<file path="config.mk">
export PLATFORM = sky130hd
export DESIGN_NAME = hmac_sha256_engine
export DESIGN_NICKNAME = d
export VERILOG_FILES = /design/src/rtl/core/hs_pkg.sv /design/src/rtl/core/hmac_sha256_engine.sv /design/src/rtl/core/hs_ram.sv /design/src/rtl/core/hs_compress.sv
export SDC_FILE = /design/constraint.sdc
export NUM_CORES = 2
export LEC_CHECK = 0
export BUFFER_PORTS_ARGS = -buffer_cell sky130_fd_sc_hd__buf_2
export CORE_MARGIN = 4
export CORE_UTILIZATION = 58
export CTS_CLUSTER_SIZE = 10
export DETAILED_ROUTE_END_ITERATION = 7
export GPL_TIMING_DRIVEN = 1
export PLACE_DENSITY = 0.77
export SLEW_MARGIN = 15
export SYNTH_ARGS = -nofsm -noshare
export SYNTH_HDL_FRONTEND = slang
export SYNTH_SLANG_ARGS = --single-unit
</file>
<file path="constraint.sdc">
create_clock -name aclk -period 17.4 [get_ports aclk]
set_input_delay 4.35 -clock aclk [delete_from_list [all_inputs] [get_ports aclk]]
set_output_delay 4.35 -clock aclk [all_outputs]
set_load 0.005 [all_outputs]
</file>
<file path="src/rtl/core/hs_pkg.sv">
`default_nettype none
package hs_pkg;

    localparam int KEY_BYTES_DEF = 32;
    localparam int CFG_IDX_W = 8;
    localparam int BUF_WORDS = 16;

    localparam logic [CFG_IDX_W-1:0] REG_KEY_0 = 8'd0;
    localparam logic [CFG_IDX_W-1:0] REG_KEY_1 = 8'd1;
    localparam logic [CFG_IDX_W-1:0] REG_KEY_2 = 8'd2;
    localparam logic [CFG_IDX_W-1:0] REG_KEY_3 = 8'd3;

    localparam logic [7:0] IPAD = 8'h36;
    localparam logic [7:0] OPAD = 8'h5c;
    localparam logic [7:0] PAD_MARK = 8'h80;
    localparam logic [31:0] OUTER_LEN = 32'd768;

    typedef struct packed {
        logic [7:0] message_byte;
        logic       last_byte;
    } in_t;

    typedef struct packed {
        logic [63:0] digest_word;
        logic [1:0]  word_index;
        logic        last_word;
    } out_t;

    typedef struct packed {
        logic start;
        logic load_iv;
    } cmp_ctl_t;

    typedef struct packed {
        logic busy;
        logic done;
    } cmp_sts_t;

    localparam logic [31:0] INIT_HASH [8] = '{
        32'h6a09e667, 32'hbb67ae85, 32'h3c6ef372, 32'ha54ff53a,
        32'h510e527f, 32'h9b05688c, 32'h1f83d9ab, 32'h5be0cd19
    };

    localparam logic [31:0] ROUND_K [64] = '{
        32'h428a2f98, 32'h71374491, 32'hb5c0fbcf, 32'he9b5dba5,
        32'h3956c25b, 32'h59f111f1, 32'h923f82a4, 32'hab1c5ed5,
        32'hd807aa98, 32'h12835b01, 32'h243185be, 32'h550c7dc3,
        32'h72be5d74, 32'h80deb1fe, 32'h9bdc06a7, 32'hc19bf174,
        32'he49b69c1, 32'hefbe4786, 32'h0fc19dc6, 32'h240ca1cc,
        32'h2de92c6f, 32'h4a7484aa, 32'h5cb0a9dc, 32'h76f988da,
        32'h983e5152, 32'ha831c66d, 32'hb00327c8, 32'hbf597fc7,
        32'hc6e00bf3, 32'hd5a79147, 32'h06ca6351, 32'h14292967,
        32'h27b70a85, 32'h2e1b2138, 32'h4d2c6dfc, 32'h53380d13,
        32'h650a7354, 32'h766a0abb, 32'h81c2c92e, 32'h92722c85,
        32'ha2bfe8a1, 32'ha81a664b, 32'hc24b8b70, 32'hc76c51a3,
        32'hd192e819, 32'hd6990624, 32'hf40e3585, 32'h106aa070,
        32'h19a4c116, 32'h1e376c08, 32'h2748774c, 32'h34b0bcb5,
        32'h391c0cb3, 32'h4ed8aa4a, 32'h5b9cca4f, 32'h682e6ff3,
        32'h748f82ee, 32'h78a5636f, 32'h84c87814, 32'h8cc70208,
        32'h90befffa, 32'ha4506ceb, 32'hbef9a3f7, 32'hc67178f2
    };

    function automatic logic [31:0] bsig0(input logic [31:0] x);
        return {x[1:0], x[31:2]} ^ {x[12:0], x[31:13]} ^ {x[21:0], x[31:22]};
    endfunction

    function automatic logic [31:0] bsig1(input logic [31:0] x);
        return {x[5:0], x[31:6]} ^ {x[10:0], x[31:11]} ^ {x[24:0], x[31:25]};
    endfunction

    function automatic logic [31:0] ssig0(input logic [31:0] x);
        return {x[6:0], x[31:7]} ^ {x[17:0], x[31:18]} ^ {3'b000, x[31:3]};
    endfunction

    function automatic logic [31:0] ssig1(input logic [31:0] x);
        return {x[16:0], x[31:17]} ^ {x[18:0], x[31:19]} ^ {10'b0, x[31:10]};
    endfunction

    // Word idx of the padded key block; key byte 0 sits in key[255:248].
    function automatic logic [31:0] key_pad_word(input logic [255:0] key,
                                                 input logic [3:0] idx,
                                                 input logic [7:0] pad,
                                                 input int nbytes);
        logic [31:0] w;
        logic [7:0]  kb;
        int          b;
        w = '0;
        for (int k = 0; k < 4; k++) begin
            b = int'({idx, 2'b00}) + k;
            kb = (b < nbytes) ? key[8*(31-b) +: 8] : 8'h00;
            w[8*(3-k) +: 8] = kb ^ pad;
        end
        return w;
    endfunction

endpackage
`default_nettype wire

</file>
<file path="src/rtl/core/hmac_sha256_engine.sv">
`default_nettype none
// HMAC-SHA256 engine. Load the key into the four key registers (first key byte in bits 63:56 of
// key register 0; bytes at or past KEY_BYTES are taken as zero) while the engine is idle, then
// send the message one byte per item with last_byte set on the final byte; the four 64-bit
// digest words follow in order, word 0 first, with last_word set on word 3. A message byte is
// stored before the next byte is taken; every 64 bytes one more SHA-256 block runs through the
// single round unit at one round per cycle, and no byte is taken meanwhile.
// The first byte of a message adds one key block, and the last byte adds padding at one byte a
// cycle, one or two padded blocks, the outer key block and the outer digest block before the
// first digest word appears. Message words are held in a 16-entry buffer memory that the round
// unit reads one word per round; the byte path and the round unit never use it at the same
// time. The configuration port always accepts; writes to indexes past the key registers are
// ignored.
module hmac_sha256_engine #(
    parameter int KEY_BYTES = hs_pkg::KEY_BYTES_DEF
) (
    input  wire logic                         aclk,
    input  wire logic                         aresetn,
    input  wire logic                         s_valid,
    output logic                              s_ready,
    input  wire hs_pkg::in_t                  s_data,
    output logic                              m_valid,
    input  wire logic                         m_ready,
    output hs_pkg::out_t                      m_data,
    input  wire logic                         cfg_valid,
    output logic                              cfg_ready,
    input  wire logic [hs_pkg::CFG_IDX_W-1:0] cfg_index,
    input  wire logic [63:0]                  cfg_data
);
    localparam logic [3:0] S_IDLE = 4'd0;
    localparam logic [3:0] S_KEYC = 4'd1;
    localparam logic [3:0] S_BYTE = 4'd2;
    localparam logic [3:0] S_MSGC = 4'd3;
    localparam logic [3:0] S_PAD  = 4'd4;
    localparam logic [3:0] S_PADC = 4'd5;
    localparam logic [3:0] S_OKEY = 4'd6;
    localparam logic [3:0] S_OMSG = 4'd7;
    localparam logic [3:0] S_OUT  = 4'd8;

    localparam logic [1:0] SRC_IPAD  = 2'd0;
    localparam logic [1:0] SRC_BUF   = 2'd1;
    localparam logic [1:0] SRC_OPAD  = 2'd2;
    localparam logic [1:0] SRC_OUTER = 2'd3;

    logic [3:0]   state_reg, state_next;
    logic [5:0]   fill_reg, fill_next;
    logic         absorbed_reg, absorbed_next;
    logic         pad_start_reg, pad_start_next;
    logic         len_mode_reg, len_mode_next;
    logic         len_done_reg, len_done_next;
    logic [1:0]   src_reg, src_next;
    logic [1:0]   out_cnt_reg, out_cnt_next;
    logic [23:0]  acc_reg;
    logic [63:0]  bit_cnt_reg, bit_cnt_next;
    logic [7:0]   byte_reg;
    logic         last_reg;
    logic [31:0]  w_q_reg;
    logic [255:0] inner_reg;
    logic [63:0]  key_reg [4];
    logic [255:0] key_flat;

    logic             wr_en;
    logic [7:0]       wr_byte;
    logic [7:0]       pad_byte;
    logic             len_now;
    logic             ram_we;
    logic [31:0]      ram_rdata;
    logic [31:0]      w_in;
    logic [31:0]      outer_word;
    logic [3:0]       rd_idx;
    logic [255:0]     hash;
    logic             capture;
    hs_pkg::cmp_ctl_t cmp_ctl;
    hs_pkg::cmp_sts_t cmp_sts;

    assign key_flat = {key_reg[0], key_reg[1], key_reg[2], key_reg[3]};
    assign cfg_ready = 1'b1;
    assign s_ready = (state_reg == S_IDLE);
    assign m_valid = (state_reg == S_OUT);
    assign m_data.digest_word = hash[{~out_cnt_reg, 6'b0} +: 64];
    assign m_data.word_index = out_cnt_reg;
    assign m_data.last_word = (out_cnt_reg == 2'd3);

    // Padding after the 0x80 marker is zeros until byte 56 of a block, then the length.
    assign len_now = len_mode_reg || (pad_start_reg && fill_reg == 6'd56);
    always_comb begin
        if (!pad_start_reg) begin
            pad_byte = hs_pkg::PAD_MARK;
        end else if (len_now) begin
            pad_byte = bit_cnt_reg[{~fill_reg[2:0], 3'b000} +: 8];
        end else begin
            pad_byte = 8'h00;
        end
    end

    // The outer message block is the inner digest, the marker and a fixed length of 768 bits.
    always_comb begin
        if (rd_idx[3] == 1'b0) begin
            outer_word = inner_reg[32*(7 - int'(rd_idx[2:0])) +: 32];
        end else if (rd_idx == 4'd8) begin
            outer_word = {hs_pkg::PAD_MARK, 24'h0};
        end else if (rd_idx == 4'd15) begin
            outer_word = hs_pkg::OUTER_LEN;
        end else begin
            outer_word = 32'h0;
        end
    end

    assign w_in = (src_reg == SRC_BUF) ? ram_rdata : w_q_reg;
    assign ram_we = wr_en && (fill_reg[1:0] == 2'b11);

    always_comb begin
        state_next = state_reg;
        fill_next = fill_reg;
        absorbed_next = absorbed_reg;
        pad_start_next = pad_start_reg;
        len_mode_next = len_mode_reg;
        len_done_next = len_done_reg;
        src_next = src_reg;
        out_cnt_next = out_cnt_reg;
        bit_cnt_next = bit_cnt_reg;
        wr_en = 1'b0;
        wr_byte = byte_reg;
        capture = 1'b0;
        cmp_ctl = '0;
        case (state_reg)
            S_IDLE: begin
                if (s_valid) begin
                    if (!absorbed_reg) begin
                        // The inner key block starts a new message.
                        cmp_ctl.start = 1'b1;
                        cmp_ctl.load_iv = 1'b1;
                        src_next = SRC_IPAD;
                        absorbed_next = 1'b1;
                        bit_cnt_next = 64'd512;
                        state_next = S_KEYC;
                    end else begin
                        state_next = S_BYTE;
                    end
                end
            end
            S_KEYC: begin
                if (cmp_sts.done) begin
                    state_next = S_BYTE;
                end
            end
            S_BYTE: begin
                wr_en = 1'b1;
                fill_next = fill_reg + 6'd1;
                bit_cnt_next = bit_cnt_reg + 64'd8;
                if (fill_reg == 6'd63) begin
                    cmp_ctl.start = 1'b1;
                    src_next = SRC_BUF;
                    state_next = S_MSGC;
                end else if (last_reg) begin
                    state_next = S_PAD;
                end else begin
                    state_next = S_IDLE;
                end
            end
            S_MSGC: begin
                if (cmp_sts.done) begin
                    state_next = last_reg ? S_PAD : S_IDLE;
                end
            end
            S_PAD: begin
                wr_en = 1'b1;
                wr_byte = pad_byte;
                fill_next = fill_reg + 6'd1;
                pad_start_next = 1'b1;
                len_mode_next = len_now;
                if (fill_reg == 6'd63) begin
                    len_done_next = len_now;
                    cmp_ctl.start = 1'b1;
                    src_next = SRC_BUF;
                    state_next = S_PADC;
                end
            end
            S_PADC: begin
                if (cmp_sts.done) begin
                    if (len_done_reg) begin
                        capture = 1'b1;
                        cmp_ctl.start = 1'b1;
                        cmp_ctl.load_iv = 1'b1;
                        src_next = SRC_OPAD;
                        state_next = S_OKEY;
                    end else begin
                        state_next = S_PAD;
                    end
                end
            end
            S_OKEY: begin
                if (cmp_sts.done) begin
                    cmp_ctl.start = 1'b1;
                    src_next = SRC_OUTER;
                    state_next = S_OMSG;
                end
            end
            S_OMSG: begin
                if (cmp_sts.done) begin
                    out_cnt_next = 2'd0;
                    state_next = S_OUT;
                end
            end
            S_OUT: begin
                if (m_ready) begin
                    out_cnt_next = out_cnt_reg + 2'd1;
                    if (out_cnt_reg == 2'd3) begin
                        // Back to idle with the message state cleared for the next message; the key is kept.
                        absorbed_next = 1'b0;
                        fill_next = '0;
                        pad_start_next = 1'b0;
                        len_mode_next = 1'b0;
                        len_done_next = 1'b0;
                        cmp_ctl.start = 1'b0;
                        state_next = S_IDLE;
                    end
                end
            end
            default: state_next = S_IDLE;
        endcase
    end

    always_ff @(posedge aclk) begin
        if (!aresetn) begin
            state_reg <= S_IDLE;
            fill_reg <= '0;
            absorbed_reg <= 1'b0;
            pad_start_reg <= 1'b0;
            len_mode_reg <= 1'b0;
            len_done_reg <= 1'b0;
            src_reg <= SRC_IPAD;
            out_cnt_reg <= '0;
            for (int i = 0; i < 4; i++) begin
                key_reg[i] <= '0;
            end
        end else begin
            state_reg <= state_next;
            fill_reg <= fill_next;
            absorbed_reg <= absorbed_next;
            pad_start_reg <= pad_start_next;
            len_mode_reg <= len_mode_next;
            len_done_reg <= len_done_next;
            src_reg <= src_next;
            out_cnt_reg <= out_cnt_next;
            if (cfg_valid) begin
                case (cfg_index)
                    hs_pkg::REG_KEY_0: key_reg[0] <= cfg_data;
                    hs_pkg::REG_KEY_1: key_reg[1] <= cfg_data;
                    hs_pkg::REG_KEY_2: key_reg[2] <= cfg_data;
                    hs_pkg::REG_KEY_3: key_reg[3] <= cfg_data;
                    default: ;
                endcase
            end
        end
    end

    always_ff @(posedge aclk) begin
        bit_cnt_reg <= bit_cnt_next;
        if (s_valid && s_ready) begin
            byte_reg <= s_data.message_byte;
            last_reg <= s_data.last_byte;
        end
        if (wr_en) begin
            acc_reg <= {acc_reg[15:0], wr_byte};
        end
        if (capture) begin
            inner_reg <= hash;
        end
        case (src_reg)
            SRC_IPAD:  w_q_reg <= hs_pkg::key_pad_word(key_flat, rd_idx, hs_pkg::IPAD, KEY_BYTES);
            SRC_OPAD:  w_q_reg <= hs_pkg::key_pad_word(key_flat, rd_idx, hs_pkg::OPAD, KEY_BYTES);
            SRC_OUTER: w_q_reg <= outer_word;
            default:   w_q_reg <= ram_rdata;
        endcase
    end

    hs_ram #(
        .WIDTH(32),
        .DEPTH(hs_pkg::BUF_WORDS)
    ) u_buf (
        .clk  (aclk),
        .we   (ram_we),
        .waddr(fill_reg[5:2]),
        .wdata({acc_reg, wr_byte}),
        .raddr(rd_idx),
        .rdata(ram_rdata)
    );

    hs_compress u_cmp (
        .clk   (aclk),
        .rstn  (aresetn),
        .ctl   (cmp_ctl),
        .w_in  (w_in),
        .rd_idx(rd_idx),
        .sts   (cmp_sts),
        .hash  (hash)
    );

`ifndef SYNTHESIS
    // The input side and the digest side are never open together.
    assert property (@(posedge aclk) disable iff (!aresetn) !(s_ready && m_valid))
        else $error("input ready while digest pending");
    // A block is started only on an idle round unit.
    assert property (@(posedge aclk) disable iff (!aresetn) cmp_ctl.start |-> !cmp_sts.busy)
        else $error("round unit restarted while busy");
    // The buffer is never written while the round unit may read it.
    assert property (@(posedge aclk) disable iff (!aresetn) ram_we |-> !cmp_sts.busy)
        else $error("buffer written during compression");
    // After the final digest word the engine waits for a new message.
    assert property (@(posedge aclk) disable iff (!aresetn)
        (m_valid && m_ready && m_data.last_word) |=> (s_ready && !absorbed_reg))
        else $error("engine not idle after digest");
`endif
endmodule
`default_nettype wire

</file>
<file path="src/rtl/core/hs_ram.sv">
`default_nettype none
module hs_ram #(
    parameter int WIDTH = 32,
    parameter int DEPTH = 16
) (
    input  wire logic                     clk,
    input  wire logic                     we,
    input  wire logic [$clog2(DEPTH)-1:0] waddr,
    input  wire logic [WIDTH-1:0]         wdata,
    input  wire logic [$clog2(DEPTH)-1:0] raddr,
    output logic      [WIDTH-1:0]         rdata
);
    logic [WIDTH-1:0] mem [DEPTH];

    always_ff @(posedge clk) begin
        if (we) begin
            mem[waddr] <= wdata;
        end
        rdata <= mem[raddr];
    end
endmodule
`default_nettype wire

</file>
<file path="src/rtl/core/hs_compress.sv">
`default_nettype none
module hs_compress (
    input  wire logic             clk,
    input  wire logic             rstn,
    input  wire hs_pkg::cmp_ctl_t ctl,
    input  wire logic [31:0]      w_in,
    output logic      [3:0]       rd_idx,
    output hs_pkg::cmp_sts_t      sts,
    output logic      [255:0]     hash
);
    localparam logic [1:0] P_IDLE = 2'd0;
    localparam logic [1:0] P_PRE  = 2'd1;
    localparam logic [1:0] P_RND  = 2'd2;
    localparam logic [1:0] P_ADD  = 2'd3;

    logic [1:0]  phase_reg;
    logic [5:0]  t_reg;
    logic        done_reg;
    logic [31:0] h_reg [8];
    logic [31:0] v_reg [8];
    logic [31:0] win_reg [16];
    logic [31:0] w_t, t1, t2, ch, mj;

    // The first sixteen words come from w_in; later ones from the window.
    always_comb begin
        if (t_reg[5:4] == 2'b00) begin
            w_t = w_in;
        end else begin
            w_t = hs_pkg::ssig1(win_reg[14]) + win_reg[9]
                + hs_pkg::ssig0(win_reg[1]) + win_reg[0];
        end
        ch = (v_reg[4] & v_reg[5]) ^ (~v_reg[4] & v_reg[6]);
        mj = (v_reg[0] & v_reg[1]) ^ (v_reg[0] & v_reg[2]) ^ (v_reg[1] & v_reg[2]);
        t1 = v_reg[7] + hs_pkg::bsig1(v_reg[4]) + ch + hs_pkg::ROUND_K[t_reg] + w_t;
        t2 = hs_pkg::bsig0(v_reg[0]) + mj;
        rd_idx = (phase_reg == P_RND) ? t_reg[3:0] + 4'd1 : 4'd0;
        for (int i = 0; i < 8; i++) begin
            hash[32*(7-i) +: 32] = h_reg[i];
        end
    end

    assign sts.busy = (phase_reg != P_IDLE);
    assign sts.done = done_reg;

    always_ff @(posedge clk) begin
        if (!rstn) begin
            phase_reg <= P_IDLE;
            t_reg <= '0;
            done_reg <= 1'b0;
            for (int i = 0; i < 8; i++) begin
                h_reg[i] <= hs_pkg::INIT_HASH[i];
            end
        end else begin
            done_reg <= 1'b0;
            case (phase_reg)
                P_IDLE: begin
                    if (ctl.start) begin
                        phase_reg <= P_PRE;
                        if (ctl.load_iv) begin
                            for (int i = 0; i < 8; i++) begin
                                h_reg[i] <= hs_pkg::INIT_HASH[i];
                            end
                        end
                    end
                end
                P_PRE: begin
                    t_reg <= '0;
                    phase_reg <= P_RND;
                end
                P_RND: begin
                    t_reg <= t_reg + 6'd1;
                    if (t_reg == 6'd63) begin
                        phase_reg <= P_ADD;
                    end
                end
                P_ADD: begin
                    for (int i = 0; i < 8; i++) begin
                        h_reg[i] <= h_reg[i] + v_reg[i];
                    end
                    done_reg <= 1'b1;
                    phase_reg <= P_IDLE;
                end
                default: phase_reg <= P_IDLE;
            endcase
        end
    end

    always_ff @(posedge clk) begin
        if (phase_reg == P_PRE) begin
            for (int i = 0; i < 8; i++) begin
                v_reg[i] <= h_reg[i];
            end
        end else if (phase_reg == P_RND) begin
            v_reg[7] <= v_reg[6];
            v_reg[6] <= v_reg[5];
            v_reg[5] <= v_reg[4];
            v_reg[4] <= v_reg[3] + t1;
            v_reg[3] <= v_reg[2];
            v_reg[2] <= v_reg[1];
            v_reg[1] <= v_reg[0];
            v_reg[0] <= t1 + t2;
            for (int i = 0; i < 15; i++) begin
                win_reg[i] <= win_reg[i+1];
            end
            win_reg[15] <= w_t;
        end
    end
endmodule
`default_nettype wire

</file>
Yosys cells after proc, flatten, opt, wreduce, memory -nomap -nowiden
Memories as Yosys holds them, arrays and structs flattened. A register that Yosys moved wholly into a read port is not among the register bits.
Index checks and enable logic that the tools add are counted.
- shifts and indexed selects: 7
- equality and inequality tests: 38
- muxes and demuxes: 130
- reduce and logical (&&, ||, !) cells: 26
- bitwise operators: 56
- $lt $le $gt $ge: 5
- $add $sub $neg: 31
- operators with widths (kind ; count):
    2-to-1 mux 32 bit ; 30
    indexed part select 256 x 11 -> 8 bit ; 3
    adder 32 bit ; 18
    2-to-1 mux 64 bit ; 6
    XOR 32 bit ; 9
    indexed part select 256 x 10 -> 8 bit ; 1
    indexed part select 256 x 9 -> 32 bit ; 1
    indexed part select 256 x 9 -> 64 bit ; 1
    bitwise AND 32 bit ; 5
    one-hot mux 64 bit (2 select lines) ; 1
    one-hot mux 32 bit (3 select lines) ; 1
    adder 64 x 4 -> 64 bit (second input constant) ; 1
    indexed part select 64 x 7 -> 8 bit ; 1
    2-to-1 mux 8 bit ; 7
    2-to-1 mux 4 bit ; 11
    2-to-1 mux 1 bit ; 42
    one-hot mux 4 bit (9 select lines) ; 1
    2-to-1 mux 2 bit ; 16
    inverter 32 bit ; 1
    inverter 4 bit ; 8
    XOR 32 x 22 -> 32 bit ; 1
    XOR 32 x 29 -> 32 bit ; 1
    OR 1 bit ; 28
    one-hot mux 6 bit (2 select lines) ; 2
    45 further kinds ; 97
- output and inout bits: 70
- memories: 6
- ROM bits: 2048
- logic and storage cells: 316
- input port bits: 86
- bits in registers: 412
- bits in writable memories: 1792
- memories (memory ; depth ; width ; rd ports ; clocked after Yosys merged registers in ; wr ports ; RTL line ; source):
    (no name shown) ; 64 ; 32 ; 1 ; 0 ; 0 ; hs_compress.sv:34 ; t1 = v_reg[7] + hs_pkg::bsig1(v_reg[4]) + ch + hs_pkg::ROUND_K[t_reg] + w_t;
    u_buf.mem ; 16 ; 32 ; 1 ; 1 ; 1 ; hs_ram.sv:13 ; logic [WIDTH-1:0] mem [DEPTH];
    u_cmp.win_reg ; 16 ; 32 ; 16 ; 0 ; 16 ; hs_compress.sv:21 ; logic [31:0] win_reg [16];
    key_reg ; 4 ; 64 ; 4 ; 0 ; 4 ; hmac_sha256_engine.sv:59 ; logic [63:0] key_reg [4];
    u_cmp.h_reg ; 8 ; 32 ; 8 ; 0 ; 8 ; hs_compress.sv:19 ; logic [31:0] h_reg [8];
    u_cmp.v_reg ; 8 ; 32 ; 8 ; 0 ; 8 ; hs_compress.sv:20 ; logic [31:0] v_reg [8];

Longest topological paths before layout
- word-level depth: 10
- mapped depth: 47
- depth with buffers taken out: 47

By module
From an unflattened synthesis, not the netlist that was laid out.
- cells, all modules: 8232
- area, all modules: 113074.7 µm²
- by module, submodules not included (module ; area each (µm²) ; seq. area each (µm²) ; instances ; cells an instance):
    hs_compress ; 63108.0 ; 30609.4 ; 1 ; 5473
    hmac_sha256_engine ; 30131.4 ; 19198.4 ; 1 ; 1921
    hs_ram ; 19835.3 ; 16015.4 ; 1 ; 838

Worst setup path before layout
Ideal clock, no wire load.
- path type: register -> register
- start: register u_cmp.phase_reg[0]
- end: register w_q_reg[15]
- arrival time: 18.105 ns
- period minus slack after synthesis: 18.223 ns
- setup slack: -0.823 ns
- buffers on the path: 3
- cell stages (with the launch flop): 11
- required time: 17.283 ns
- library setup time: 0.117 ns
- cell sequence: dfxtp_1 -> inv_1 -> ha_1 -> clkinv_1 -> nor2_1 -> clkbuf_1 -> clkbuf_1 -> buf_1 -> mux2i_1 -> o21ai_0 -> a32o_1
- longest elaborated chain between the ends: 7
- elaborated cells between the ends (all ways): 11
- classes of those cells: add/sub: 3; order compare: 1; eq/ne: 1; shift: 2; mux: 4
- RTL lines (item ; RTL line ; source):
    start: declaration ; hs_compress.sv:16 ; logic [1:0] phase_reg;
    start signal: assignment ; hs_compress.sv:47 ; phase_reg <= P_IDLE;
    start signal: assignment ; hs_compress.sv:58 ; phase_reg <= P_PRE;
    start signal: assignment ; hs_compress.sv:68 ; phase_reg <= P_RND;
    equality test 2 bit * ; hs_compress.sv:36 ; rd_idx = (phase_reg == P_RND) ? t_reg[3:0] + 4'd1 : 4'd0;
    2-to-1 mux 4 bit * ; hs_compress.sv:36 ;
    adder 6 x 2 -> 7 bit ; hs_pkg.sv:89 ; b = int'({idx, 2'b00}) + k;
    subtractor 5 x 7 -> 8 bit ; hs_pkg.sv:90 ; kb = (b < nbytes) ? key[8*(31-b) +: 8] : 8'h00;
    indexed part select 256 x 11 -> 8 bit ; hs_pkg.sv:90 ;
    2-to-1 mux 8 bit ; hs_pkg.sv:90 ;
    one-hot mux 32 bit (3 select lines) * ; hmac_sha256_engine.sv:270 ; case (src_reg)
    end signal: assignment ; hmac_sha256_engine.sv:271 ; SRC_IPAD: w_q_reg <= hs_pkg::key_pad_word(key_flat, rd_idx, hs_pkg::IPAD, KEY_BYTES);
    end signal: assignment ; hmac_sha256_engine.sv:272 ; SRC_OPAD: w_q_reg <= hs_pkg::key_pad_word(key_flat, rd_idx, hs_pkg::OPAD, KEY_BYTES);
    end signal: assignment ; hmac_sha256_engine.sv:273 ; SRC_OUTER: w_q_reg <= outer_word;
    end: declaration ; hmac_sha256_engine.sv:57 ; logic [31:0] w_q_reg;
Mark *: on every way between the ends. The rest lies on a longest branch, timed or not.
A chain may end at the register's enable or synchronous reset.

==> summary.md <==
| Metric | Value |
|---|---|
| Htree depth | `5` |
| Final net count | `9871` |
| Commonest non-fill, non-tap cell in the layout | `edfxtp_1` |
| Final ANT Viol Nets | `0` |
| CP delay by family, top | `adder cells` |
| Commonest register cell after synthesis | `edfxtp_1` |
| Post-Syn Instances | `9070` |
| Status | `finished, final reports clean` |
| Die width | `452 microns` |
| Buffers on Ports | `154` |
| Number of distinct library cells after synthesis | `99` |
| CTS root buf | `clkbuf_16` |
| Global Route Usage Sum | `0.364` |
| Core area | `196000 sq um` |
| Syn-to-layout area delta | `10.3%` |
| CTS tree | `yes` |
| Critical path buffers and inverters | `6` |
| Synth async-reset ratio | `0` |
| Final wirelength | `378 mm` |
| CP Launch Type | `flop` |
| Post-CTS setup buffers | `0` |
| Post-synth EDFFs | `2110` |
| GPL Wtd Cong | `1.01` |
| Vias/cell | `6.57` |
| Req. time, crit path | `18.08 ns` |
| Max-Cap Viols | `0` |
| Post-CTS Hold Buffers | `0` |
| Most frequent cells in the layout | `2110 x edfxtp_1, 688 x nand2_1, 554 x a21oi_1, 452 x nor2_1, 433 x xnor2_1` |
| Synth Area per Inst | `12.6 sq um` |
| Synthesized area | `114000 sq um` |
| RSZ-0062 raised after global routing | `no` |
| CTS Buf Count | `279` |
| DR DRC count | `0` |
| Die Area | `204000 sq um` |
| HPWL Detailed | `264 mm` |
| Worst path arrival time | `12.47 ns` |
| Setup Skew | `0.0733 ns` |
| Synthesis-stage register bit count | `2233` |
| Max Slew Vio Count | `0` |
| Final min period | `11.80 ns` |
| Worst setup margin | `5.60 ns` |
| Period utilisation layout | `0.678` |
| Share of cells above drive strength 1 | `0.122` |
| CTS sink cnt | `2233` |
| Worst-Skew Late Latency | `0.94 ns` |
| Row cnt | `162` |
| Largest buffer count on any clock path | `4` |
| Antenna violations before repair | `27` |
| Die H | `452 microns` |
| Initial Util | `0.585` |
| Most used cell, CP | `fa_1` |
| Cts repair resizes | `0` |
| Hold Crit Class | `flop to flop` |
| Critical Path Slowest Stage Cell | `ha_4` |
| Initial DRC count | `11300` |
| Max_slew headroom | `0.182` |
| Worst slack, placed | `5.91 ns` |
| Vias in the first global route | `75700` |
| WS Path Type | `flop to flop` |
| Drt wl/cell | `31.5 microns` |
| Worst R2R Setup Slack | `5.60 ns` |
| TNS Setup | `0 ns` |
| Finish-stage setup viols | `0` |
| Synthesized Nets | `9749` |
| Post-synthesis sequential area ratio | `0.575` |
| FMAX | `84.8 MHz` |
| Pre-antenna DRT Iters | `8` |
| Fin. Hold Viols | `0` |
| Clock edge transition at the registers on the reported setup and hold paths | `0.06 ns` |
| First-pass GRT wire length | `539 mm` |
| Worst Tran Pin Value | `1.23 ns` |
| Largest net degree at the start of global routing | `183` |
| Largest stage delay on the critical path | `0.92 ns` |
| Worst setup EP type | `flop` |
| Yosys warns | `0` |
| Vias | `78800` |
| Io pins | `156` |
| Grt total ovfl | `0` |
| Crit-path max FO | `83` |
worst reg2reg max path: cells and delay by family, from the launching register on:
family,cells,cell delay [ns]
buffers and inverters,6,1.44
multiplexers,1,0.28
flip-flops,1,0.61
XOR/XNOR,3,0.62
AND/OR/NAND/NOR,6,1.16
adder cells (fa/ha/maj),8,3.98
AO/OA/AOI/OAI,14,3.49
kinds of logic after synthesis:
kind of cell	synth area share
AOI/OAI and AO/OA	0.109
xor gates and xnor gates	0.0488
adders and majority gates	0.0791
buffers and inverters	0.0295
DFF	0.575
muxes	0.0728
other	0.0000328
and+or+nand+nor	0.0857
synthesized netlist by cell type, drive strengths merged, types with 62 or more instances:
master  count  area share
clkbuf    387       0.013
nand3     139      0.0061
a21oi     557       0.024
nand2b     70      0.0038
o21ai     437       0.019
mux2i     249       0.022
edfxtp   2110        0.55
a21o      190       0.012
buf        78      0.0026
inv       430       0.014
nor3      107      0.0047
fa        195       0.034
nor2b      73      0.0040
dfxtp     123       0.022
mux4      100       0.020
a31oi     115      0.0064
a22oi      62      0.0041
xor2      205       0.016
mux2      318       0.031
and2      334       0.018
ha        398       0.044
xnor2     433       0.033
nor2      471       0.015
a211oi    129      0.0085
nand2     696       0.023
metrics by stage:
| stage | util | area (sq um) | hold slack [ns] | instances |
|---|---|---|---|---|
| finish | 0.645 | 126000 | 0.362 | 12000 |
| global route | 0.645 | 126000 | 0.383 | 12000 |
| CTS | 0.645 | 126000 | 0.357 | 12000 |
| detailed placement | 0.605 | 118000 | 0.405 | 11500 |
| global placement | 0.605 | 118000 | 0.400 | 11500 |
| floorplan | - | 114000 | 0.400 | 9070 |
worst paths after layout:
path,start,end,depth (start not counted)
setup reg to reg,u_cmp.t_reg[0]$_SDFFE_PN0P_,u_cmp.v_reg[0][31]$_DFFE_PP_,38
hold / removal,u_cmp.win_reg[1][115]$_DFFE_PP_,u_cmp.win_reg[1][83]$_DFFE_PP_,0
hold reg to reg,u_cmp.win_reg[1][115]$_DFFE_PP_,u_cmp.win_reg[1][83]$_DFFE_PP_,0
setup / recovery,u_cmp.t_reg[0]$_SDFFE_PN0P_,u_cmp.v_reg[0][31]$_DFFE_PP_,38
cell type report:
cell class,count,area (sq um)
Fill cell,14300,69400
Timing Repair Buffer,306,1970
Inverter,434,1630
Tap cell,2624,3280
Antenna cell,25,62.6
Sequential cell,2233,65800
Multi-Input combinational cell,5938,45500
Clock buffer,416,7750
Clock inverter,14,105
per-layer routing:
layer,part of all wire,wire (microns),global-route usage,up-vias
met1,0.39,149000,0.513,39300
met4,0.056,21100,0.170,12
met5,0.00075,282,0.00723,-
li1,-,-,-,33700
met2,0.44,165000,0.535,4916
met3,0.11,42800,0.0911,912
Power is not shown: default switching activity piles up to over one toggle a cycle in this logic, so the estimate is an artifact.
